<file path="src/sv/local_binary_pattern_3x3_unit_defines.svh">
// Assertion macros shared by the local binary pattern unit.
// No dependencies; included by the modules that check their own logic.
`ifndef LOCAL_BINARY_PATTERN_3X3_UNIT_DEFINES_SVH
`define LOCAL_BINARY_PATTERN_3X3_UNIT_DEFINES_SVH

`ifndef SYNTH

// Consequent must hold in the same cycle as the antecedent.
`define LBP3_ASSERT_SAME(label, clk, rst, ante, cons) \
   label: assert property (@(posedge clk) disable iff (rst) (ante) |-> (cons)) \
      else $error("lbp3 check failed: same-cycle implication");

// Consequent must hold in the cycle after the antecedent.
`define LBP3_ASSERT_NEXT(label, clk, rst, ante, cons) \
   label: assert property (@(posedge clk) disable iff (rst) (ante) |=> (cons)) \
      else $error("lbp3 check failed: next-cycle implication");

`else

`define LBP3_ASSERT_SAME(label, clk, rst, ante, cons)

`define LBP3_ASSERT_NEXT(label, clk, rst, ante, cons)

`endif

`endif

</file>
<file path="src/sv/lbp3_pkg.sv">
// Shared types and constants of the local binary pattern unit.
// No dependencies; used by every module of the unit.
package lbp3_pkg;

   localparam int PIX_W            = 8;
   localparam int DIM_W            = 11;
   localparam int CSR_IDX_W        = 1;
   localparam int DEF_MAX_WIDTH    = 1024;
   localparam int DEF_MAX_HEIGHT   = 1024;
   localparam int RST_FRAME_WIDTH  = 640;
   localparam int RST_FRAME_HEIGHT = 480;
   localparam int QUEUE_DEPTH      = 4;

   // Register indexes of the configuration port
   localparam logic [CSR_IDX_W-1:0] CSR_FRAME_WIDTH  = 1'b0;
   localparam logic [CSR_IDX_W-1:0] CSR_FRAME_HEIGHT = 1'b1;

   // One column of the window plus its classification, front to back
   typedef struct packed {
      logic [PIX_W-1:0] top;
      logic [PIX_W-1:0] mid;
      logic [PIX_W-1:0] bot;
      logic             emit;
      logic             last;
   } item_type;

endpackage

</file>
<file path="src/sv/lbp3_queue.sv">
// Short queue of classified columns between front and back end.
// Depends on lbp3_pkg for the item type.
`include "local_binary_pattern_3x3_unit_defines.svh"

module lbp3_queue (
   input  logic               clock,
   input  logic               reset,
   input  logic               push,
   input  lbp3_pkg::item_type push_item,
   input  logic               pop,
   output lbp3_pkg::item_type head_item,
   output logic               not_empty,
   output logic               full
);

   localparam int DEPTH = lbp3_pkg::QUEUE_DEPTH;
   localparam int PTR_W = $clog2(DEPTH);
   localparam int CNT_W = $clog2(DEPTH + 1);

   lbp3_pkg::item_type entry_ff [DEPTH];
   logic [PTR_W-1:0]   wr_ptr_ff, wr_ptr_in;
   logic [PTR_W-1:0]   rd_ptr_ff, rd_ptr_in;
   logic [CNT_W-1:0]   count_ff, count_in;

   assign not_empty = (count_ff != '0);
   assign full      = (count_ff == CNT_W'(DEPTH));
   assign head_item = entry_ff[rd_ptr_ff];

   // Advance pointers and fill level
   always_comb begin
      wr_ptr_in = wr_ptr_ff;
      rd_ptr_in = rd_ptr_ff;
      count_in  = count_ff;
      if (push) begin
         wr_ptr_in = (wr_ptr_ff == PTR_W'(DEPTH - 1)) ? '0 : wr_ptr_ff + PTR_W'(1);
      end
      if (pop) begin
         rd_ptr_in = (rd_ptr_ff == PTR_W'(DEPTH - 1)) ? '0 : rd_ptr_ff + PTR_W'(1);
      end
      if (push && !pop) count_in = count_ff + CNT_W'(1);
      else if (pop && !push) count_in = count_ff - CNT_W'(1);
   end

   always_ff @(posedge clock) begin
      if (reset) begin
         wr_ptr_ff <= '0;
         rd_ptr_ff <= '0;
         count_ff  <= '0;
      end else begin
         wr_ptr_ff <= wr_ptr_in;
         rd_ptr_ff <= rd_ptr_in;
         count_ff  <= count_in;
      end
   end

   // Store the pushed transaction
   always_ff @(posedge clock) begin
      if (push) begin
         entry_ff[wr_ptr_ff] <= push_item;
      end
   end

   `LBP3_ASSERT_SAME(a_no_pop_empty, clock, reset, pop, count_ff != '0)
   `LBP3_ASSERT_SAME(a_no_push_full, clock, reset, push, count_ff != CNT_W'(DEPTH))

endmodule

</file>
<file path="config.mk">
export PLATFORM = sky130hd
export DESIGN_NAME = lbp3_queue
export DESIGN_NICKNAME = d
export VERILOG_FILES = /design/src/sv/lbp3_pkg.sv /design/src/sv/lbp3_queue.sv
export VERILOG_INCLUDE_DIRS = /design/src /design/src/sv
export SDC_FILE = /design/constraint.sdc
export NUM_CORES = 1
export LEC_CHECK = 0
export BUFFER_PORTS_ARGS = -buffer_cell sky130_fd_sc_hd__clkbuf_2
export CAP_MARGIN = 30
export CORE_MARGIN = 1.5
export CORE_UTILIZATION = 56
export CTS_CLUSTER_DIAMETER = 100
export DETAILED_ROUTE_END_ITERATION = 10
export PLACE_DENSITY = 0.78
export SETUP_SLACK_MARGIN = 0.5
export SLEW_MARGIN = 20
export SYNTH_ARGS = -nofsm -noshare
export SYNTH_HDL_FRONTEND = slang
export SYNTH_SLANG_ARGS = --single-unit
</file>
<file path="constraint.sdc">
create_clock -name clock -period 2.4 [get_ports clock]
set_clock_uncertainty 0.2 [all_clocks]
set_input_delay 0.48 -clock clock [delete_from_list [all_inputs] [get_ports clock]]
set_output_delay 0.48 -clock clock [all_outputs]
set_load 0.01 [all_outputs]
</file>
### Word-level counts from Yosys, hierarchy flattened

Memories as Yosys holds them, arrays and structs flattened. A register that Yosys moved wholly into a read port is not among the register bits.
Index checks and enable logic that the tools add are counted.

* flip-flop bits (word level): 7
* memory bits (writable): 104
* input bits: 30
* output and inout bits: 28
* word-level logic and storage cells: 25
* memories: 1

* add/subtract/negate cells: 4
* eq/ne operators: 3
* mux-type cells: 8
* reductions and logical operators: 6

Memory list
* entry_ff: words 4, width 26, read ports 1, clocked after Yosys merged registers in 1, wr ports 1, line lbp3_queue.sv:20 `lbp3_pkg::item_type entry_ff [DEPTH];`

Operators by type and width (count)
* $mux 2: 4
* $mux 3: 2
* $add 2x1->2 const B: 2
* $eq 2x2->1 const B: 2
* $add 3x1->3 const B: 1
* $eq 3x3->1 const B: 1
* $reduce_bool 3->1: 1
* $sub 3x1->3 const B: 1
* $logic_and 1x1->1: 2
* $logic_not 1->1: 2
* $mux 1: 2
* $reduce_bool 2->1: 1

### Longest topological paths before layout

Gate-level depths: netlist of run 1.

* depth after elaboration: 4
* mapped depth: 7
* mapped depth without buffers: 7

### Worst setup path before layout of run 1

OpenSTA, ideal clock, no wires.

* path type: input to register
* start: in pop
* end: reg count_ff[2]
* setup time: 70 ps
* arrival: 1672 ps
* required time: 2130 ps
* setup slack: 458 ps
* cell stages on the path: 7
* cell sequence: inv_1 ha_1 inv_1 fa_1 xor2_1 or3_1 a21oi_1

* cells in the longest elaborated chain, start to end: 3
* elaborated cells between the ends (all ways): 5
* classes of those cells: mux (1); reduce/logical (4)

RTL lines
* start, declared: line lbp3_queue.sv:10 `input logic pop,`
* $logic_not 1->1: line lbp3_queue.sv:40 `if (push && !pop) count_in = count_ff + CNT_W'(1);`
* $logic_and 1x1->1: line lbp3_queue.sv:40
* $mux 3 / $reduce_bool 2->1 (equally long branches)
* end signal, assigned: line lbp3_queue.sv:52 `count_ff <= count_in;`
* end, declared: line lbp3_queue.sv:23 `logic [CNT_W-1:0] count_ff, count_in;`

Parallel ways exist; a longest one is shown, timed or not.
A chain may end at the register's enable or synchronous reset.

==> impl_metrics.toml, run 1 <==
[outcome]
status = "finished, violations left"
violations = "setup timing"

[global_routing]
grt-busiest-layer = "met2"
grt_use_met3 = 0.06514
met2_usage = 0.3889
grt_max_degree = 27
gr-usage-all-layers = 0.2329
grt_pass1_wl_um = 13330
grt-ovfl-total = 0
use_met1 = 0.2788
grt_antenna_before_repair = 0
grt_pass1_vias = 2321

[worst_setup_path]
cp.required_ns = 1.72
crit_buf_inv = 2
critical_path.startpoint_type = "flop"
crit_family = "multiplexers"
cp_slowest_stage_delay_ns = 0.55
slowest_stage = "mux4_2"
cp-end-kind = "output port"
criticalPathCategory = "reg2out"
crit_chain = "buf_12 > mux4_2 > clkbuf_2"
arrival_ns = 1.82
worstPathMaxFanout = 8

[clock_network]
cts_tree = "done"
cts_buffers = 17
path_clk_slew_ns = 0.06
cts_buffer_depth = 2
root_buffer = "clkbuf_8"
cts_max_level = 4
clk_latency_ns = 0.51
cts_sinks = 113

[floorplan]
initial_utilization = 0.5813
die_h_um = 90.01
die_area_um2 = 8101
die_w_um = 90.01
io_pins = 58
rows = 31
core-area_um2 = 7292

[placement]
port_buffers = 57
place_area_um2 = 4673
gp_congestion = 0.7217
hpwl_um = 4148

[timing]
slew_headroom = 0.7279
setup_viol = 25
setup_ws_ns = -0.09524
fmax_mhz = 400.8
min_period_ns = 2.495
tns_ns = -0.8596
hold_viol_final = 0
slew_violations = 0
rsz0062_at_grt = "yes"
post-route-period-util = 1.040
worst_pin_slew_ns = 0.4081

[final_layout]
nFillCells = 409
drive_gt1_frac = 0.4422
seqCellArea_um2 = 3316
finalNetCount = 327
stdcell_area_um2 = 5578
final_cell_mix = "edfxtp_1 (104), clkbuf_2 (53), mux4_2 (26), dlygate4sd3_1 (24), clkbuf_16 (16)"
layout_commonest_cell = "edfxtp_1"
area_growth_pct = 31.58
diodes = 0
multi_input_area_um2 = 842.1
final_util = 0.7649

[yosys]
yosysUniqueCellTypes = 19
synthCells = 180
ys_warn_count = 0
yosysSeqAreaShare = 0.7792
syn_nets = 217
synth_area_um2 = 4239
ys_ff_latch = 113
postSynthAreaPerCell_um2 = 23.55

[routing]
antenna_left = 0
drc_errors = 0
firstDrtPassIters = 5
wl_um = 8761
vias = 2203
vias_per_cell = 5.480
post_drt_wl_per_cell_um = 21.79
drt_iter0_markers = 146

[power]
leakage_nw = 2.027
ir_drop_uv = 555.2
total_power_mw = 5.177
powerDensity_nw_per_um2 = 928.2

[flow_run]
drv_cap = 0

[min_path]
hp-class = "in2reg"
-- power breakdown --
| group | switching (mW) | internal [mW] |
|---|---|---|
| Clock | 0.834 | 1.56 |
| Sequential | 0.0470 | 2.26 |
| Combinational | 0.227 | 0.249 |
| Total | 1.11 | 4.07 |
-- final cells by class --
cell class | instances | share of cell area
sequential | 113 | 0.5944
multi-input combinational | 57 | 0.1510
timing repair buffer | 97 | 0.1281
clock buffer | 20 | 0.07627
clock inverter | 12 | 0.02535
tap | 99 | 0.02221
inverter | 4 | 0.002692
-- state kept, by name (all words and copies together) (netlist names), named ones only --
signal / cells
entry_ff: 104
count_ff: 3
rd_ptr_ff: 2
wr_ptr_ff: 2
-- what timing repair did --
action,4_1_cts,5_1_grt
cloned,1,0
pin swaps,1,0
resized for setup,19,3
buffers inserted,3,4
endpoints found under the hold margin,96,0
hold buffers,24,0
setup endpoints to repair,28,28
-- per-layer routing --
metal  share of wire  up-vias  wire [um]
met3           0.050       22        442
li1                -      967          -
met5               0        -          0
met4           0.028        0        247
met2            0.54      102       4726
met1            0.38     1112       3344
-- cell usage after synthesis --
| cell type | instances | share of area |
|---|---|---|
| or3_1 | 2 | 0.0030 |
| o21ai_0 | 1 | 0.0012 |
| buf_2 | 2 | 0.0024 |
| buf_12 | 2 | 0.0094 |
| xor2_1 | 2 | 0.0041 |
| dfxtp_1 | 9 | 0.043 |
| ha_1 | 6 | 0.018 |
| mux4_1 | 6 | 0.037 |
| and2_1 | 4 | 0.0059 |
| a21oi_1 | 2 | 0.0024 |
| buf_6 | 1 | 0.0027 |
| mux4_2 | 20 | 0.11 |
| fa_1 | 1 | 0.0047 |
| mux2i_1 | 4 | 0.0094 |
| nor3b_1 | 2 | 0.0035 |
| inv_1 | 4 | 0.0035 |
| edfxtp_1 | 104 | 0.74 |
| clkbuf_2 | 1 | 0.0012 |
| nor2_1 | 7 | 0.0062 |
-- cells by family after synthesis --
| group | after synthesis | synth area share |
|---|---|---|
| AO/OA/AOI/OAI | 3 | 0.003541 |
| XOR/XNOR | 2 | 0.004133 |
| adder cells (fa/ha/maj) | 7 | 0.02243 |
| buffers and inverters | 10 | 0.01918 |
| flip-flops | 113 | 0.7792 |
| multiplexers | 30 | 0.1529 |
| AND/OR/NAND/NOR | 15 | 0.01859 |
-- per-stage QoR --
| stage | hold WS [ns] | setup slack [ns] | std cells |
|---|---|---|---|
| 2_1_floorplan | 0.2594 | 0.5082 | 180 |
| 3_3_place_gp | 0.2856 | 0.3338 | 338 |
| 3_5_place_dp | 0.2997 | 0.2981 | 338 |
| 4_1_cts | 0.004847 | -0.09886 | 398 |
| 5_1_grt | 0.005299 | -0.1468 | 402 |
| 6_report | 0.02525 | -0.09524 | 402 |
-- path summary, 6_finish.rpt --
kind                                  from                       end  slack, ns  depth (start not counted)
hold / removal                push_item[6]  entry_ff[0][6]$_DFFE_PP_       0.03                          1
setup reg to reg  count_ff[1]$_SDFFE_PP0P_  count_ff[2]$_SDFFE_PP0P_       0.63                          6
setup / recovery                      flop             head_item[24]       -0.1                          3
hold reg to reg   count_ff[2]$_SDFFE_PP0P_  count_ff[2]$_SDFFE_PP0P_       0.32                          2
No activity file was read; power rests on OpenSTA's default activity.
==> inputs of run 2 (changes only) <==
--- a/config.mk
+++ b/config.mk
@@ -13,7 +13,7 @@
 export CTS_CLUSTER_DIAMETER = 100
 export DETAILED_ROUTE_END_ITERATION = 10
 export PLACE_DENSITY = 0.78
-export SETUP_SLACK_MARGIN = 0.5
+export SETUP_SLACK_MARGIN = 0.05
 export SLEW_MARGIN = 20
 export SYNTH_ARGS = -nofsm -noshare
 export SYNTH_HDL_FRONTEND = slang
==> impl_metrics.toml, run 2 (synthesis gave the netlist of run 1 again) <==
[outcome]
status = "finished, violations left"
violations = "setup timing"

[final_layout]
nFillCells = 436
reg_top3 = "entry_ff x104, count_ff x3"
final_cell_mix = "edfxtp_1 (104), clkbuf_2 (57), mux4_2 (26), dlygate4sd3_1 (26), clkbuf_16 (16)"
finalNetCount = 323
final_util = 0.7462
final_cells = 397
largest_reg_flops = 104
seqCellArea_um2 = 3307
top_register = "entry_ff"
area_growth_pct = 28.36
drive_gt1_frac = 0.3859
multi_input_area_um2 = 832.0
diodes = 0
layout_commonest_cell = "edfxtp_1"

[worst_setup_path]
criticalPathCategory = "reg2out"
r2r_slack_ns = 0.72
rr_startpoint = "count_ff[0]$_SDFFE_PP0P_"
cp-end-kind = "output port"
arrival_ns = 1.74
r2r-end = "count_ff[2]$_SDFFE_PP0P_"
worstPathMaxFanout = 7
rr_worst_depth = 4
critPathCapture = "head_item[15]"
critical_path.startpoint_type = "flop"
cp.required_ns = 1.72

[global_routing]
gr-usage-all-layers = 0.2018
grt-ovfl-total = 0
grt_pass1_vias = 2292
grt_pass1_wl_um = 11920
grt_max_degree = 27
grt_antenna_before_repair = 0

[placement]
hpwl_um = 3981
dp_cells = 337
gp_congestion = 0.6918
dp_worst_setup_slack_ns = 0.2364
port_buffers = 57

[timing]
tns_ns = -0.06520
fmax_mhz = 412.8
rsz0062_at_grt = "yes"
setup_ws_ns = -0.02256
slew_headroom = 0.7366
worst_pin_slew_ns = 0.3951
slew_violations = 0
post-route-period-util = 1.009
min_period_ns = 2.423
setup_viol = 7
hold_viol_final = 0

[clock_network]
clk_latency_ns = 0.49
cts_sinks = 113
cts_buffers = 17
cts_buffer_depth = 2
cts_tree = "done"
cts_max_level = 4
path_clk_slew_ns = 0.05
root_buffer = "clkbuf_8"

[floorplan]
io_pins = 58
die_h_um = 90.01
die_w_um = 90.01
die_area_um2 = 8101
initial_utilization = 0.5813
core-area_um2 = 7292
rows = 31

[routing]
drc_errors = 0
drt_iter0_markers = 155
vias = 2109
wl_um = 7297
firstDrtPassIters = 4
antenna_left = 0
vias_per_cell = 5.312
post_drt_wl_per_cell_um = 18.38

[power]
ir_drop_uv = 557.0
powerDensity_nw_per_um2 = 885.4
leakage_nw = 1.963
total_power_mw = 4.818

[min_path]
whs_path_depth = 2
hp-class = "in2reg"

[flow_run]
drv_cap = 0
## run 2: repair_timing
| item | 4_1_cts | 5_1_grt |
|---|---|---|
| setup buffers | 1 | 1 |
| hold endpoints to repair | 103 | 0 |
| hold buffers | 26 | 0 |
| gates resized for setup | 11 | 0 |
| cloned | 1 | 0 |
| endpoints found under the setup margin | 26 | 26 |
| pin swaps | 0 | 0 |
## run 2: worst min path at each step
| stage | from | end | slack (ns) |
|---|---|---|---|
| final | reset | wr_ptr_ff[1]$_SDFFE_PP0P_ | 0.06 |
| after detailed placement | count_ff[2]$_SDFFE_PP0P_ | count_ff[2]$_SDFFE_PP0P_ | 0.30 |
| after global placement | count_ff[2]$_SDFFE_PP0P_ | count_ff[2]$_SDFFE_PP0P_ | 0.28 |
| after CTS | reset | wr_ptr_ff[1]$_SDFFE_PP0P_ | 0.03 |
| after floorplan | count_ff[2]$_SDFFE_PP0P_ | count_ff[2]$_SDFFE_PP0P_ | 0.26 |
| after global routing | reset | wr_ptr_ff[1]$_SDFFE_PP0P_ | 0.05 |
## run 2: metrics by stage
step	cell area, um^2	hold slack [ns]
after global placement	4648	0.2811
after floorplan	4239	0.2553
after CTS	5434	0.03279
after detailed placement	4648	0.3036
final	5441	0.06260
after global routing	5441	0.04635
## run 2: critical path, cell delays in order (launching register included)
cell	delay (ns)
dfxtp_4	0.42
buf_8	0.17
mux4_2	0.52
clkbuf_2	0.15
## run 2: cell type report
type | count | area share
clock inverter | 10 | 0.01288
clock buffer | 21 | 0.07887
tap | 99 | 0.02276
multi-input combinational | 57 | 0.1529
inverter | 4 | 0.002759
timing repair buffer | 93 | 0.1221
sequential | 113 | 0.6077
## run 2: report_power, final
part	internal, mW	switching, mW
clock network	1.33	0.751
logic	0.225	0.215
registers	2.26	0.0384
## run 2: per-layer routing
layer	part of all wire	GRT usage
met3	0.046	0.05838
met2	0.52	0.3295
met5	0	0
met1	0.41	0.2495
met4	0.016	0.09656
