File: src/sv/local_binary_pattern_3x3_unit_defines.svh
// Assertion macros shared by the local binary pattern unit.
// No dependencies; included by the modules that check their own logic.
`ifndef LOCAL_BINARY_PATTERN_3X3_UNIT_DEFINES_SVH
`define LOCAL_BINARY_PATTERN_3X3_UNIT_DEFINES_SVH

`ifndef SYNTH

// Consequent must hold in the same cycle as the antecedent.
`define LBP3_ASSERT_SAME(label, clk, rst, ante, cons) \
   label: assert property (@(posedge clk) disable iff (rst) (ante) |-> (cons)) \
      else $error("lbp3 check failed: same-cycle implication");

// Consequent must hold in the cycle after the antecedent.
`define LBP3_ASSERT_NEXT(label, clk, rst, ante, cons) \
   label: assert property (@(posedge clk) disable iff (rst) (ante) |=> (cons)) \
      else $error("lbp3 check failed: next-cycle implication");

`else

`define LBP3_ASSERT_SAME(label, clk, rst, ante, cons)

`define LBP3_ASSERT_NEXT(label, clk, rst, ante, cons)

`endif

`endif

File: src/sv/lbp3_pkg.sv
// Shared types and constants of the local binary pattern unit.
// No dependencies; used by every module of the unit.
package lbp3_pkg;

   localparam int PIX_W            = 8;
   localparam int DIM_W            = 11;
   localparam int CSR_IDX_W        = 1;
   localparam int DEF_MAX_WIDTH    = 1024;
   localparam int DEF_MAX_HEIGHT   = 1024;
   localparam int RST_FRAME_WIDTH  = 640;
   localparam int RST_FRAME_HEIGHT = 480;
   localparam int QUEUE_DEPTH      = 4;

   // Register indexes of the configuration port
   localparam logic [CSR_IDX_W-1:0] CSR_FRAME_WIDTH  = 1'b0;
   localparam logic [CSR_IDX_W-1:0] CSR_FRAME_HEIGHT = 1'b1;

   // One column of the window plus its classification, front to back
   typedef struct packed {
      logic [PIX_W-1:0] top;
      logic [PIX_W-1:0] mid;
      logic [PIX_W-1:0] bot;
      logic             emit;
      logic             last;
   } item_type;

endpackage

File: src/sv/lbp3_back.sv
// Back end: slides the 3x3 window, forms the pattern code, holds the result.
// Depends on lbp3_pkg; drains lbp3_queue.
`include "local_binary_pattern_3x3_unit_defines.svh"

module lbp3_back (
   input  logic                       clock,
   input  logic                       reset,
   input  logic                       q_not_empty,
   input  lbp3_pkg::item_type         q_head,
   output logic                       q_pop,
   output logic                       rsp_valid,
   input  logic                       rsp_stall,
   output logic [lbp3_pkg::PIX_W-1:0] rsp_pattern_code,
   output logic                       rsp_frame_last
);

   localparam int PW = lbp3_pkg::PIX_W;

   // Left and center columns of the window; the right column is the queue head
   logic [PW-1:0] ctr_top_ff, ctr_mid_ff, ctr_bot_ff;
   logic [PW-1:0] rgt_top_ff, rgt_mid_ff, rgt_bot_ff;
   logic [PW-1:0] code;
   logic [PW-1:0] centre;
   logic          out_free;
   logic          rsp_valid_ff, rsp_valid_in;
   logic [PW-1:0] code_ff;
   logic          last_ff;

   // Drop columns that give no code even while the output is stalled
   assign out_free = !rsp_valid_ff || !rsp_stall;
   assign q_pop    = q_not_empty && (!q_head.emit || out_free);

   // Compare the eight neighbors of the window after this shift
   always_comb begin
      centre  = rgt_mid_ff;
      code[7] = ctr_top_ff > centre;
      code[6] = rgt_top_ff > centre;
      code[5] = q_head.top > centre;
      code[4] = q_head.mid > centre;
      code[3] = q_head.bot > centre;
      code[2] = rgt_bot_ff > centre;
      code[1] = ctr_bot_ff > centre;
      code[0] = ctr_mid_ff > centre;
      if (q_pop && q_head.emit) rsp_valid_in = 1'b1;
      else if (!rsp_stall) rsp_valid_in = 1'b0;
      else rsp_valid_in = rsp_valid_ff;
   end

   always_ff @(posedge clock) begin
      if (reset) begin
         rsp_valid_ff <= 1'b0;
      end else begin
         rsp_valid_ff <= rsp_valid_in;
      end
   end

   // Advance the window and load the result register
   always_ff @(posedge clock) begin
      if (q_pop) begin
         ctr_top_ff <= rgt_top_ff;
         ctr_mid_ff <= rgt_mid_ff;
         ctr_bot_ff <= rgt_bot_ff;
         rgt_top_ff <= q_head.top;
         rgt_mid_ff <= q_head.mid;
         rgt_bot_ff <= q_head.bot;
      end
      if (q_pop && q_head.emit) begin
         code_ff <= code;
         last_ff <= q_head.last;
      end
   end

   assign rsp_valid        = rsp_valid_ff;
   assign rsp_pattern_code = code_ff;
   assign rsp_frame_last   = last_ff;

   `LBP3_ASSERT_NEXT(a_emit_shows, clock, reset, q_pop && q_head.emit, rsp_valid_ff)
   `LBP3_ASSERT_SAME(a_no_overwrite, clock, reset,
                     rsp_valid_ff && rsp_stall, !(q_pop && q_head.emit))

endmodule

File: config.mk
export PLATFORM = sky130hd
export DESIGN_NAME = lbp3_back
export DESIGN_NICKNAME = d
export VERILOG_FILES = /design/src/sv/lbp3_pkg.sv /design/src/sv/lbp3_back.sv
export VERILOG_INCLUDE_DIRS = /design/src /design/src/sv
export SDC_FILE = /design/constraint.sdc
export NUM_CORES = 1
export LEC_CHECK = 0
export BUFFER_PORTS_ARGS = -buffer_cell sky130_fd_sc_hd__buf_4
export CAP_MARGIN = 5
export CORE_UTILIZATION = 35
export DETAILED_ROUTE_END_ITERATION = 10
export PLACE_DENSITY = 0.62
export REMOVE_ABC_BUFFERS = 1
export SYNTH_ARGS = -nofsm -noshare
export SYNTH_HDL_FRONTEND = slang
export SYNTH_SLANG_ARGS = --single-unit
File: constraint.sdc
create_clock -name clock -period 5.8 [get_ports clock]
set_clock_uncertainty 0.15 [all_clocks]
set_input_delay 0.58 -clock clock [delete_from_list [all_inputs] [get_ports clock]]
set_output_delay 0.58 -clock clock [all_outputs]
set_load 0.005 [all_outputs]
**After elaboration in Yosys (flattened, before gate mapping)**

Cells that the tools add are included.

- Magnitude comparators: 8
- Muxes and demuxes: 2
- Equality and inequality tests: 1
- Reductions and logical operators: 7

Operators by type and width:

| cell | count |
|---|---|
| 8-bit > comparator | 8 |
| 1-bit logical NOT | 3 |
| 1-bit logical AND | 2 |
| 1-bit logical OR | 2 |
| 1-bit two-way mux | 2 |
| 2-bit by 1-bit inequality test with 1-bit output, second input constant | 1 |

- Flip-flop bits (word level): 58
- Output and inout bits: 11
- Logic and storage cells: 27

**Longest topological paths before layout**

Gate-level depths: netlist of run 1.

- Depth in word-level cells: 6
- Gate-level depth with buffers: 6
- Mapped depth without buffers: 6

**Least setup slack after synthesis of run 1**

No wires, ideal clock.

- Path kind: input to output
- From: in rsp_stall
- To: out q_pop
- Path buffers: 0
- Data arrival time: 3316 ps
- Data required time: 5070 ps
- Slack: 1754 ps
- Cell stages on the path: 1
- Path through: a31oi_1

- Cells in the longest elaborated chain, start to end: 4

RTL lines:

| what | line | RTL |
|---|---|---|
| start: declaration | lbp3_back.sv:12 | `input logic rsp_stall,` |
| 1-bit logical NOT | -- |  |
| 1-bit logical OR | lbp3_back.sv:30 | `assign out_free = !rsp_valid_ff \|\| !rsp_stall;` |
| 1-bit logical OR | lbp3_back.sv:31 | `assign q_pop = q_not_empty && (!q_head.emit \|\| out_free);` |
| 1-bit logical AND | lbp3_back.sv:31 |  |
| end: declaration | lbp3_back.sv:10 | `output logic q_pop,` |

No other way between the ends.

**Worst setup path in the final report of run 1**

- From: reg rgt_mid_ff[1], in the netlist centre[1]
- To: reg code_ff[6], in the netlist rsp_pattern_code[6] (data pin)

- Cells in the longest elaborated chain, start to end: 1

RTL lines:

| what | line | RTL |
|---|---|---|
| start: declaration | lbp3_back.sv:21 | `logic [PW-1:0] rgt_top_ff, rgt_mid_ff, rgt_bot_ff;` |
| start signal: assignment | lbp3_back.sv:64 | `rgt_mid_ff <= q_head.mid;` |
| 8-bit > comparator | lbp3_back.sv:37 | `code[6] = rgt_top_ff > centre;` |
| net code[6] | lbp3_back.sv:22 | `logic [PW-1:0] code;` |
| end signal: assignment | lbp3_back.sv:68 | `code_ff <= code;` |
| end: declaration | lbp3_back.sv:26 | `logic [PW-1:0] code_ff;` |

The timed path passes the listed nets, and every way through them passes these cells.
A chain may end at the register's enable or synchronous reset.

==> impl_metrics.prom, run 1 <==
# TYPE chip_impl_metric gauge
chip_impl_info{name="run_status",value="finished with violations"} 1
chip_impl_info{name="violated_checks",value="DRC"} 1
chip_impl_metric{name="max-clock-path-buffers",unit=""} 2
chip_impl_metric{name="core",unit="mm²"} 0.00885
chip_impl_metric{name="vdd.ir_drop.worst",unit="V"} 0.000102
chip_impl_metric{name="post_route_cells_drive_above_1_share",unit="%"} 27.1
chip_impl_metric{name="postLayoutCellArea",unit="mm²"} 0.00387
chip_impl_metric{name="routed_wl",unit="µm"} 6010
chip_impl_metric{name="dieWidth",unit="µm"} 98.5
chip_impl_metric{name="clk_pin_slew",unit="ps"} 70
chip_impl_metric{name="placed_area",unit="mm²"} 0.00372
chip_impl_metric{name="global_route_wire_length_before_repair",unit="µm"} 9830
chip_impl_metric{name="die_height",unit="µm"} 98.5
chip_impl_metric{name="clock_sink_count",unit=""} 58
chip_impl_metric{name="nNetsFinal",unit=""} 377
chip_impl_metric{name="remaining_drc_errors",unit=""} 2
chip_impl_metric{name="std_cell_rows",unit=""} 34
chip_impl_metric{name="syn-instance-count",unit=""} 231
chip_impl_info{name="worst-setup-path-type",value="reg2reg"} 1
chip_impl_metric{name="tightestPinTransition",unit="ps"} 652
chip_impl_metric{name="synth.yosys.warnings",unit=""} 0
chip_impl_metric{name="max-slew-margin-rel",unit="%"} 56.6
chip_impl_info{name="worstSetupEndpointType",value="register"} 1
chip_impl_metric{name="synth_largest_type_area_fraction",unit="%"} 52.5
chip_impl_info{name="yosysTopAreaCell",value="sky130_fd_sc_hd__edfxtp_1"} 1
chip_impl_metric{name="postCtsSetupBuffers",unit=""} 0
chip_impl_info{name="rsz_0062_raised_after_global_routing",value="false"} 1
chip_impl_metric{name="wl_per_cell",unit="µm"} 15.2
chip_impl_metric{name="fin_tns_setup",unit="ps"} 0
chip_impl_metric{name="finalSetupViolations",unit=""} 0
chip_impl_metric{name="number_of_global_route_vias_before_repair",unit=""} 2182
chip_impl_metric{name="place_worst_setup_slack",unit="ps"} 3800
chip_impl_metric{name="reg2reg_setup_slack",unit="ps"} 3920
chip_impl_metric{name="layout_setup_ws",unit="ps"} 3920
chip_impl_metric{name="placement.io_buffers",unit=""} 40
chip_impl_metric{name="drt.antenna.violating_nets",unit=""} 0
chip_impl_metric{name="post-dp-hpwl",unit="µm"} 4590
chip_impl_metric{name="grt_antenna_before_repair",unit=""} 0
chip_impl_metric{name="power.density_cell_area",unit="mW/mm²"} 250
chip_impl_info{name="hold_path_class",value="in2reg"} 1
chip_impl_metric{name="groute.usage.overall",unit="%"} 13.5
chip_impl_metric{name="worst-endpoint-arrival",unit="ps"} 1830
chip_impl_metric{name="drv_slew",unit=""} 0
chip_impl_metric{name="holdBufCountCts",unit=""} 0
chip_impl_metric{name="drt_iter0_markers",unit=""} 47
chip_impl_metric{name="max-cap-violations",unit=""} 0
chip_impl_metric{name="cts_repair_resize_count",unit=""} 0
chip_impl_metric{name="gp_congestion",unit=""} 0.745
chip_impl_metric{name="cts-buffers-inserted",unit=""} 9
chip_impl_metric{name="worst_endpoint_required_time",unit="ps"} 5740
chip_impl_metric{name="p_leak",unit="µW"} 0.00162
chip_impl_metric{name="avgViaCountPerCell",unit=""} 5.22
chip_impl_metric{name="period_needed",unit="ps"} 1880
chip_impl_metric{name="timing.fmax",unit="GHz"} 0.531
chip_impl_metric{name="critical_path_fanout_max",unit=""} 8
chip_impl_info{name="clock_tree.root_cell",value="sky130_fd_sc_hd__clkbuf_8"} 1
chip_impl_metric{name="finalHoldViolCount",unit=""} 0
chip_impl_info{name="clock_tree_from_tritoncts",value="built"} 1
chip_impl_metric{name="initial_utilization",unit="%"} 36.8
chip_impl_info{name="yosys-top-cells-area",value="sky130_fd_sc_hd__edfxtp_1, sky130_fd_sc_hd__ha_1, sky130_fd_sc_hd__a21oi_1"} 1
chip_impl_metric{name="die_area",unit="mm²"} 0.00970
chip_impl_metric{name="largest_net_degree_at_the_start_of_global_routing",unit=""} 49
chip_impl_metric{name="insertion_delay",unit="ps"} 340
chip_impl_metric{name="ys_types",unit=""} 14
chip_impl_metric{name="grt_overflow",unit=""} 0
chip_impl_metric{name="drt_first_pass_iters",unit=""} 7
chip_impl_metric{name="i_o_pin_count",unit=""} 41
chip_impl_metric{name="avgSynthCellArea",unit="µm²"} 14.1
chip_impl_metric{name="synth-seq-cells",unit=""} 58
chip_impl_info{name="worst_setup_path_start_kind",value="register"} 1
chip_impl_metric{name="min_period_over_period",unit="%"} 32.5
chip_impl_metric{name="areaGrowthSynthToFinish",unit="%"} 18.8
chip_impl_metric{name="cts-htree-levels",unit=""} 3
chip_impl_metric{name="diodes",unit=""} 0
chip_impl_metric{name="routed-via-count",unit=""} 2069
chip_impl_metric{name="area_of_the_mapped_netlist",unit="mm²"} 0.00326
chip_impl_metric{name="synth_seq_area_share",unit="%"} 53.1
## Yosys cell counts
library cell	count
sky130_fd_sc_hd__ha_1	64
sky130_fd_sc_hd__edfxtp_1	57
sky130_fd_sc_hd__a21oi_1	25
sky130_fd_sc_hd__inv_1	16
sky130_fd_sc_hd__nand4_1	16
sky130_fd_sc_hd__nand2_1	10
sky130_fd_sc_hd__a21oi_2	8
sky130_fd_sc_hd__nor2b_4	8
sky130_fd_sc_hd__o211ai_2	8
sky130_fd_sc_hd__o21ai_0	8
sky130_fd_sc_hd__o22a_1	8
sky130_fd_sc_hd__a31oi_1	1
sky130_fd_sc_hd__and3_1	1
sky130_fd_sc_hd__dfxtp_1	1
## critical path, cell delays in order, from the launching register on
cell                       delay, ps
sky130_fd_sc_hd__edfxtp_1        380
sky130_fd_sc_hd__inv_1           270
sky130_fd_sc_hd__ha_1            320
sky130_fd_sc_hd__nor2b_4         130
sky130_fd_sc_hd__o211ai_2        160
sky130_fd_sc_hd__a21oi_2          70
sky130_fd_sc_hd__o22a_1          150
## cell usage in the layout (no fill, tap or decap)
master and n:
sky130_fd_sc_hd__clkbuf_8 9, sky130_fd_sc_hd__ha_1 64, sky130_fd_sc_hd__clkinv_2 3, sky130_fd_sc_hd__inv_1 16
sky130_fd_sc_hd__a21oi_1 25, sky130_fd_sc_hd__clkbuf_1 3, sky130_fd_sc_hd__o211ai_2 8, sky130_fd_sc_hd__dfxtp_1 1
sky130_fd_sc_hd__a21oi_2 8, sky130_fd_sc_hd__nand2_1 10, sky130_fd_sc_hd__a31oi_4 1, sky130_fd_sc_hd__o22a_1 8
sky130_fd_sc_hd__and3_1 1, sky130_fd_sc_hd__buf_4 41, sky130_fd_sc_hd__nor2b_4 8, sky130_fd_sc_hd__clkinv_1 1
sky130_fd_sc_hd__edfxtp_1 57, sky130_fd_sc_hd__nand4_1 16, sky130_fd_sc_hd__o21ai_0 8
## registers in the layout, indices dropped and copies added, names as in the netlist
signal	flops
rsp_frame_last	1
rsp_valid	1
rgt_bot_ff	8
ctr_top_ff	8
centre	8
ctr_bot_ff	8
rsp_pattern_code	8
rgt_top_ff	8
ctr_mid_ff	8
## path summary, 6_finish.rpt
kind	startpoint	endpoint	depth (start not counted)
worst min-delay path	reset	rsp_valid$_SDFFE_PP0P_	2
worst min register to register	centre[4]$_DFFE_PN_	ctr_mid_ff[4]$_DFFE_PN_	0
worst max register to register	centre[1]$_DFFE_PN_	rsp_pattern_code[6]$_DFFE_PP_	6
worst max-delay path	centre[1]$_DFFE_PN_	rsp_pattern_code[6]$_DFFE_PP_	6
## layer usage
metal / share of wire (%) / up-vias / track usage (%)
met4: 2.3 / 0 / 6.77
li1: - / 1017 / -
met1: 41 / 991 / 14.5
met3: 5.5 / 12 / 4.82
met2: 51 / 49 / 23.6
met5: 0 / - / 0
## cell families (layout without fill, tap and decap cells)
family | Yosys count | in the layout | synth area share, %
compound gates | 58 | 58 | 12.6
buf+inv | 16 | 73 | 1.84
simple gates | 35 | 35 | 7.80
flops | 58 | 58 | 53.1
fa+ha+maj | 64 | 64 | 24.6
## cell type report
| type | instances | area, µm² |
|---|---|---|
| fillers | 833 | 4980 |
| flip-flops and latches | 58 | 1730 |
| multi-input cells | 157 | 1480 |
| repair buffers | 41 | 308 |
| clock buffers | 12 | 135 |
| well taps | 108 | 135 |
| inverters | 16 | 60.1 |
| clock inverters | 4 | 18.8 |
## metrics by stage
stage	util, %	cells	hold WS (ps)	power, µW
2_1_floorplan	-	231	276	613
4_1_cts	43.7	396	215	983
6_report	43.7	396	232	967
5_1_grt	43.7	396	224	1020
3_5_place_dp	42.0	380	282	670
3_3_place_gp	42.0	380	280	664
## where the power goes
group	internal (µW)	leakage (µW)	switching (µW)	total, µW
sequential	491	0.000562	10.4	502
combinational	74.4	0.000976	82.2	157
clock	152	0.0000816	157	309
total	717	0.00162	250	967
Power figures use the tool's default switching activity.
==> run 2: changes to the inputs <==
- ABC_AREA: unset -> 1
- PLACE_DENSITY: 0.62 -> 0.64
- clock period: 5.8 -> 1.55 ns (I/O delays scaled with it)
==> impl_metrics.prom, run 2 <==
# TYPE chip_impl_metric gauge
chip_impl_metric{name="routed-via-count",unit=""} 2533
chip_impl_metric{name="die_area",unit="mm²"} 0.00990
chip_impl_info{name="worstSetupEndpointType",value="register"} 1
chip_impl_info{name="cp_cell_sequence",value="inv_2 -> buf_6 -> ha_4 -> nand2_2 -> nor2_2 -> nand3_1 -> nor2_2 -> a21oi_2"} 1
chip_impl_metric{name="groute.usage.overall",unit="%"} 15.8
chip_impl_info{name="yosys-top-cells-area",value="sky130_fd_sc_hd__edfxtp_1, sky130_fd_sc_hd__ha_1, sky130_fd_sc_hd__nand2_1"} 1
chip_impl_metric{name="comb_power_share",unit="%"} 20.8
chip_impl_metric{name="worstRegToRegCells",unit=""} 8
chip_impl_metric{name="largest_net_degree_at_the_start_of_global_routing",unit=""} 49
chip_impl_info{name="yosysTopAreaCell",value="sky130_fd_sc_hd__edfxtp_1"} 1
chip_impl_info{name="synth_commonest_cells",value="sky130_fd_sc_hd__nand2_1, sky130_fd_sc_hd__ha_1, sky130_fd_sc_hd__edfxtp_1"} 1
chip_impl_metric{name="remaining_drc_errors",unit=""} 0
chip_impl_metric{name="reg2reg_setup_slack",unit="ps"} -120
chip_impl_metric{name="synth.yosys.warnings",unit=""} 0
chip_impl_metric{name="area_fraction_in_and_or_nand_and_nor_cells_after_synthesis",unit="%"} 13.4
chip_impl_info{name="synth_flop_cell",value="sky130_fd_sc_hd__edfxtp_1"} 1
chip_impl_metric{name="core",unit="mm²"} 0.00924
chip_impl_metric{name="std_cell_rows",unit=""} 35
chip_impl_info{name="clock_tree.root_cell",value="sky130_fd_sc_hd__clkbuf_8"} 1
chip_impl_metric{name="die_height",unit="µm"} 99.5
chip_impl_metric{name="drt_first_pass_iters",unit=""} 4
chip_impl_metric{name="ys_types",unit=""} 11
chip_impl_metric{name="synthArstFlopShare",unit="%"} 0
chip_impl_metric{name="insertion_delay",unit="ps"} 340
chip_impl_info{name="reg2reg_from",value="centre[7]$_DFFE_PN_"} 1
chip_impl_metric{name="cts-buffers-inserted",unit=""} 9
chip_impl_metric{name="p_leak",unit="µW"} 0.00221
chip_impl_metric{name="number_of_global_route_vias_before_repair",unit=""} 2751
chip_impl_metric{name="drt_iter0_markers",unit=""} 55
chip_impl_info{name="worst-setup-path-type",value="reg2reg"} 1
chip_impl_metric{name="place_inst",unit=""} 496
chip_impl_metric{name="grt_antenna_before_repair",unit=""} 0
chip_impl_metric{name="gp_congestion",unit=""} 0.733
chip_impl_metric{name="period_needed",unit="ps"} 1670
chip_impl_metric{name="syn-instance-count",unit=""} 307
chip_impl_metric{name="placement.io_buffers",unit=""} 40
chip_impl_metric{name="clock_sink_count",unit=""} 58
chip_impl_info{name="path_common_cell",value="sky130_fd_sc_hd__nor2_2"} 1
chip_impl_info{name="main_combinational_cell_family_by_area_after_synthesis",value="adder cells"} 1
chip_impl_metric{name="drv_slew",unit=""} 0
chip_impl_metric{name="internal-power",unit="µW"} 3380
chip_impl_metric{name="fin_tns_setup",unit="ps"} -657
chip_impl_metric{name="min_period_over_period",unit="%"} 108
chip_impl_info{name="worst_setup_path_start_kind",value="register"} 1
chip_impl_info{name="worst_setup_path_endpoint",value="rsp_pattern_code[5]$_DFFE_PP_"} 1
chip_impl_metric{name="drt.antenna.violating_nets",unit=""} 0
chip_impl_metric{name="dieWidth",unit="µm"} 99.5
chip_impl_metric{name="power.density_cell_area",unit="mW/mm²"} 886
chip_impl_metric{name="power.share.sequential",unit="%"} 41.9
chip_impl_metric{name="wl_per_cell",unit="µm"} 13.5
chip_impl_info{name="rsz_0062_raised_after_global_routing",value="true"} 1
chip_impl_metric{name="max-cap-violations",unit=""} 0
chip_impl_metric{name="finalSetupViolations",unit=""} 8
chip_impl_metric{name="synth-seq-cells",unit=""} 58
chip_impl_metric{name="worst-endpoint-arrival",unit="ps"} 1610
chip_impl_metric{name="clk_pin_slew",unit="ps"} 70
chip_impl_metric{name="tightestPinTransition",unit="ps"} 271
chip_impl_metric{name="finalNonFillerCells",unit=""} 549
chip_impl_metric{name="muxShareOfSynthArea",unit="%"} 0
chip_impl_metric{name="layout_setup_ws",unit="ps"} -118
chip_impl_metric{name="finalHoldViolCount",unit=""} 0
chip_impl_info{name="r2r_end",value="rsp_pattern_code[5]$_DFFE_PP_"} 1
chip_impl_metric{name="max-clock-path-buffers",unit=""} 2
chip_impl_metric{name="vdd.ir_drop.worst",unit="V"} 0.000461
chip_impl_info{name="hold_path_class",value="in2reg"} 1
chip_impl_metric{name="i_o_pin_count",unit=""} 41
chip_impl_metric{name="max-slew-margin-rel",unit="%"} 81.9
chip_impl_metric{name="areaGrowthSynthToFinish",unit="%"} 53.0
chip_impl_metric{name="avgViaCountPerCell",unit=""} 4.61
chip_impl_metric{name="critical_path_fanout_max",unit=""} 4
chip_impl_metric{name="path_buf_inv",unit=""} 2
chip_impl_info{name="layout.cells.most_common_list",value="sky130_fd_sc_hd__buf_4, sky130_fd_sc_hd__edfxtp_1, sky130_fd_sc_hd__nand2_1"} 1
chip_impl_metric{name="post_synthesis_compound_gate_area_fraction",unit="%"} 5.64
chip_impl_metric{name="nNetsFinal",unit=""} 509
chip_impl_metric{name="initial_utilization",unit="%"} 36.0
chip_impl_metric{name="synthAdderAreaFrac",unit="%"} 24.1
chip_impl_metric{name="levels_on_crit_path",unit=""} 8
chip_impl_metric{name="p_sw_share",unit="%"} 25.1
chip_impl_metric{name="post_route_cells_drive_above_1_share",unit="%"} 41.0
chip_impl_metric{name="pwr-share-clk",unit="%"} 37.3
chip_impl_metric{name="synth_largest_type_area_fraction",unit="%"} 51.5
chip_impl_metric{name="synth_seq_area_share",unit="%"} 52.1
chip_impl_info{name="run_status",value="finished with violations"} 1
chip_impl_info{name="timing.critical_path.slowest_stage_cell",value="sky130_fd_sc_hd__edfxtp_1"} 1
chip_impl_metric{name="post_synth_xor_area_fraction",unit="%"} 0
chip_impl_metric{name="grt_overflow",unit=""} 0
chip_impl_metric{name="global_route_wire_length_before_repair",unit="µm"} 12100
chip_impl_metric{name="power.switching",unit="µW"} 1130
chip_impl_info{name="synth.most_common_cell",value="sky130_fd_sc_hd__nand2_1"} 1
chip_impl_info{name="critical_path.top_delay_family",value="simple AND/OR/NAND/NOR gates"} 1
chip_impl_metric{name="worst_endpoint_required_time",unit="ps"} 1490
chip_impl_metric{name="timing.fmax",unit="GHz"} 0.599
chip_impl_info{name="clock_tree_from_tritoncts",value="built"} 1
chip_impl_metric{name="avgSynthCellArea",unit="µm²"} 10.8
chip_impl_info{name="violated_checks",value="setup timing"} 1
chip_impl_metric{name="post-dp-hpwl",unit="µm"} 4900
chip_impl_metric{name="routed_wl",unit="µm"} 7390
chip_impl_metric{name="critical_path.max_stage_delay",unit="ps"} 370
chip_impl_info{name="worstSetupStartpoint",value="centre[7]$_DFFE_PN_"} 1
chip_impl_info{name="final_common_cell",value="sky130_fd_sc_hd__buf_4"} 1
chip_impl_metric{name="synth_enable_flop_cells",unit=""} 57
chip_impl_metric{name="area_of_the_mapped_netlist",unit="mm²"} 0.00333
chip_impl_metric{name="diodes",unit=""} 0
chip_impl_metric{name="cts-htree-levels",unit=""} 3
==> run 2: cell count changes in the layout (fill, tap and decap cells not counted), sizes merged, moves of 8 or more <==
cell / before / now
nor2b: 8 / 0
a21o: 0 / 8
a21oi: 33 / 24
o21ai: 8 / 0
dlygate4sd3: 0 / 28
nor2: 0 / 32
nand2: 10 / 69
o211ai: 8 / 0
nand3: 0 / 9
inv: 16 / 43
o22a: 8 / 0
nand4: 16 / 0
buf: 41 / 69
==> run 2: how the worst min path moves through the flow <==
stage	start	endpoint	slack, ps	depth (start not counted)
floorplan	q_head[10]	centre[0]$_DFFE_PN_	100	0
global placement	q_head[0]	rsp_frame_last$_DFFE_PP_	190	1
detailed placement	q_head[0]	rsp_frame_last$_DFFE_PP_	190	1
CTS	q_not_empty	rsp_valid$_SDFFE_PP0P_	110	7
global route	q_not_empty	rsp_valid$_SDFFE_PP0P_	180	7
finish	q_not_empty	rsp_valid$_SDFFE_PP0P_	130	7
==> run 2: per-stage QoR <==
| step | hold WS (ps) | worst slack [ps] | utilization [%] | cell area [µm²] | power, µW |
|---|---|---|---|---|---|
| after detailed placement | 189 | -160 | 42.9 | 3960 | 2540 |
| after global routing | 175 | -187 | 55.1 | 5090 | 4730 |
| after floorplan | 104 | -758 | - | 3330 | 2260 |
| after CTS | 114 | -89.3 | 51.7 | 4780 | 4390 |
| after global placement | 186 | -97.2 | 42.9 | 3960 | 2510 |
| final | 133 | -118 | 55.1 | 5090 | 4510 |
==> run 2: final cells by class <==
type	count	area, µm²
clock buffer	9	124
clock inverter	7	108
sequential	58	1730
multi-input combinational	206	1950
inverter	43	166
fill	750	4150
timing repair buffer	97	847
tap	129	161
==> run 2: timing repair <==
action	CTS	global route
hold buffers	28	0
gates resized for setup	41	58
pin swaps	26	39
setup endpoints to repair	8	8
hold endpoints to repair	26	0
setup buffers	6	3
gates cloned	0	0
==> run 2: cells by family after synthesis <==
kind of cell	after synthesis
adders and majority gates	64
buffers and inverters	43
AOI/OAI and AO/OA	32
and+or+nand+nor	110
DFF	58
==> run 2: power by group through the flow <==
stage	Clock, µW	Combinational (µW)	Sequential (µW)
2_1_floorplan	0	361	1900
3_3_place_gp	0	602	1910
3_5_place_dp	0	632	1910
4_1_cts	1710	794	1890
5_1_grt	1780	1050	1900
6_report	1680	939	1890
==> run 2: metal layers <==
layer | vias up | share of wire [%] | global-route usage, %
met5 | - | 0 | 0
met2 | 43 | 54 | 28.7
met3 | 10 | 3.4 | 5.20
li1 | 1270 | - | -
met1 | 1210 | 42 | 18.1
met4 | 0 | 1.2 | 3.28
==> run 2: worst min-delay path, delay by kind of cell <==
kind	cells	cell delay (ps)
simple gates	4	220
buf+inv	3	200
==> run 3: changes to the inputs <==
- MAX_ROUTING_LAYER: unset -> met4
- REMOVE_ABC_BUFFERS: 1 -> unset
==> impl_metrics.prom, run 3 (synthesis gave the netlist of run 2 again) <==
# TYPE chip_impl_metric gauge
chip_impl_metric{name="dieWidth",unit="µm"} 99.5
chip_impl_metric{name="routed-via-count",unit=""} 2492
chip_impl_info{name="run_status",value="finished with violations"} 1
chip_impl_metric{name="remaining_drc_errors",unit=""} 0
chip_impl_metric{name="finalHoldViolCount",unit=""} 0
chip_impl_metric{name="grt_overflow",unit=""} 0
chip_impl_metric{name="fin_tns_setup",unit="ps"} -629
chip_impl_metric{name="avgViaCountPerCell",unit=""} 4.56
chip_impl_metric{name="placed_area",unit="mm²"} 0.00396
chip_impl_metric{name="reg2reg_setup_slack",unit="ps"} -110
chip_impl_metric{name="std_cell_rows",unit=""} 35
chip_impl_metric{name="drt_first_pass_iters",unit=""} 6
chip_impl_metric{name="areaGrowthSynthToFinish",unit="%"} 52.0
chip_impl_info{name="hold_path_class",value="in2reg"} 1
chip_impl_metric{name="finalNonFillerCells",unit=""} 547
chip_impl_metric{name="core",unit="mm²"} 0.00924
chip_impl_metric{name="fillers",unit=""} 789
chip_impl_metric{name="gp_congestion",unit=""} 0.719
chip_impl_metric{name="max-cap-violations",unit=""} 0
chip_impl_metric{name="nNetsFinal",unit=""} 507
chip_impl_metric{name="p_leak",unit="µW"} 0.00219
chip_impl_metric{name="cts-buffers-inserted",unit=""} 9
chip_impl_metric{name="timing.fmax",unit="GHz"} 0.604
chip_impl_metric{name="groute.usage.overall",unit="%"} 16.4
chip_impl_metric{name="diodes",unit=""} 0
chip_impl_metric{name="power.density_cell_area",unit="mW/mm²"} 859
chip_impl_metric{name="i_o_pin_count",unit=""} 41
chip_impl_info{name="violated_checks",value="setup timing"} 1
chip_impl_metric{name="layout_setup_ws",unit="ps"} -106
chip_impl_metric{name="max-slew-margin-rel",unit="%"} 81.8
chip_impl_info{name="worst_hold_startpoint",value="q_not_empty"} 1
chip_impl_info{name="worst_hold_path.endpoint",value="rsp_valid$_SDFFE_PP0P_"} 1
chip_impl_metric{name="post-dp-hpwl",unit="µm"} 4750
chip_impl_metric{name="fin_hold_ws",unit="ps"} 141
chip_impl_metric{name="critical_path_fanout_max",unit=""} 8
chip_impl_info{name="clock_tree.root_cell",value="sky130_fd_sc_hd__clkbuf_8"} 1
chip_impl_info{name="clock_tree_from_tritoncts",value="built"} 1
chip_impl_metric{name="max-clock-path-buffers",unit=""} 2
chip_impl_metric{name="min_period_over_period",unit="%"} 107
chip_impl_metric{name="clock_sink_count",unit=""} 58
chip_impl_info{name="reg2reg_from",value="centre[7]$_DFFE_PN_"} 1
chip_impl_metric{name="post_route_cells_drive_above_1_share",unit="%"} 40.0
chip_impl_metric{name="global_route_wire_length_before_repair",unit="µm"} 11900
chip_impl_metric{name="drt_iter0_markers",unit=""} 57
chip_impl_info{name="worstSetupEndpointType",value="register"} 1
chip_impl_metric{name="place_worst_setup_slack",unit="ps"} -217
chip_impl_metric{name="clk_pin_slew",unit="ps"} 70
chip_impl_metric{name="die_area",unit="mm²"} 0.00990
chip_impl_metric{name="finalSetupViolations",unit=""} 8
chip_impl_metric{name="whs_path_depth",unit=""} 7
chip_impl_metric{name="routed_wl",unit="µm"} 7180
chip_impl_metric{name="wl_per_cell",unit="µm"} 13.1
chip_impl_info{name="rsz_0062_raised_after_global_routing",value="true"} 1
chip_impl_metric{name="worst-endpoint-arrival",unit="ps"} 1600
chip_impl_info{name="layout.cells.most_common_list",value="sky130_fd_sc_hd__buf_4, sky130_fd_sc_hd__edfxtp_1, sky130_fd_sc_hd__nand2_1"} 1
chip_impl_metric{name="grt_antenna_before_repair",unit=""} 0
chip_impl_metric{name="tightestPinTransition",unit="ps"} 273
chip_impl_metric{name="postLayoutCellArea",unit="mm²"} 0.00506
chip_impl_metric{name="placement.io_buffers",unit=""} 40
chip_impl_metric{name="cts-htree-levels",unit=""} 3
chip_impl_metric{name="number_of_global_route_vias_before_repair",unit=""} 2679
chip_impl_metric{name="drt.antenna.violating_nets",unit=""} 0
chip_impl_metric{name="worst_endpoint_required_time",unit="ps"} 1500
chip_impl_metric{name="synth.net_count",unit=""} 401
chip_impl_info{name="worst_setup_path_start_kind",value="register"} 1
chip_impl_metric{name="place_inst",unit=""} 495
chip_impl_metric{name="vdd.ir_drop.worst",unit="V"} 0.000452
chip_impl_metric{name="period_needed",unit="ps"} 1660
chip_impl_metric{name="insertion_delay",unit="ps"} 340
chip_impl_metric{name="largest_net_degree_at_the_start_of_global_routing",unit=""} 49
chip_impl_info{name="worst-setup-path-type",value="reg2reg"} 1
chip_impl_info{name="r2r_end",value="rsp_pattern_code[4]$_DFFE_PP_"} 1
chip_impl_metric{name="worstRegToRegCells",unit=""} 5
chip_impl_info{name="final_common_cell",value="sky130_fd_sc_hd__buf_4"} 1
chip_impl_metric{name="die_height",unit="µm"} 99.5
chip_impl_metric{name="drv_slew",unit=""} 0
chip_impl_metric{name="initial_utilization",unit="%"} 36.0
==> run 3: changes by cell type in the layout (fill, tap and decap cells not counted), sizes merged <==
cell / delta
clkinv: -1
bufinv: -1
clkbuf: +1
buf: -2
clkinvlp: +2
inv: -1
==> run 3: worst max path at each step <==
| stage | startpoint | cells after the start | endpoint | slack (ps) |
|---|---|---|---|---|
| after CTS | centre[7]$_DFFE_PN_ | 5 | rsp_pattern_code[1]$_DFFE_PP_ | -70 |
| final | centre[7]$_DFFE_PN_ | 5 | rsp_pattern_code[4]$_DFFE_PP_ | -110 |
| after global routing | centre[6]$_DFFE_PN_ | 8 | rsp_pattern_code[2]$_DFFE_PP_ | -210 |
| after global placement | centre[3]$_DFFE_PN_ | 6 | rsp_pattern_code[2]$_DFFE_PP_ | -100 |
| after floorplan | rsp_valid$_SDFFE_PP0P_ | 5 | rsp_frame_last$_DFFE_PP_ | -340 |
| after detailed placement | centre[3]$_DFFE_PN_ | 8 | rsp_pattern_code[4]$_DFFE_PP_ | -220 |
==> run 3: per-layer routing <==
metal  share of wire [%]  GRT usage [%]  wire length [µm]  vias to the layer above
met5                   0              -                 0                        -
met4                0.82           4.07                59                        0
met3                 3.4           5.34               243                        6
met2                  53           29.0              3830                       45
met1                  42           17.8              3050                     1176
li1                    -              -                 -                     1265
==> run 3: critical path: stages, from the launching register on <==
cell and delay (ps):
sky130_fd_sc_hd__edfxtp_1 450, sky130_fd_sc_hd__inv_6 190, sky130_fd_sc_hd__ha_4 240, sky130_fd_sc_hd__a21o_1 160, sky130_fd_sc_hd__nor2_1 140, sky130_fd_sc_hd__a21oi_1 90
==> run 3: what timing repair did <==
item | 4_1_cts | 5_1_grt
pin swaps | 48 | 14
endpoints found under the setup margin | 8 | 8
endpoints found under the hold margin | 26 | 0
setup buffers | 2 | 6
hold buffers | 28 | 0
resized for setup | 64 | 30
==> run 3: layout make-up <==
cell class	instances	area [µm²]	area share, %
Multi-Input combinational cell	206	1960	38.8
Sequential cell	58	1730	34.3
Timing Repair Buffer	95	818	16.2
Inverter	43	175	3.46
Tap cell	129	161	3.19
Clock buffer	10	128	2.52
Clock inverter	6	81.3	1.61
==> run 3: stage by stage <==
stage	power [µW]	utilization [%]
detailed placement	2550	42.9
CTS	4290	52.7
finish	4340	54.7
floorplan	2270	-
global placement	2510	42.9
global route	4600	54.7
==> run 3: power breakdown <==
part	switching (µW)	total [µW]	internal (µW)
logic	449	933	483
registers	50.2	1890	1840
clock network	625	1520	894
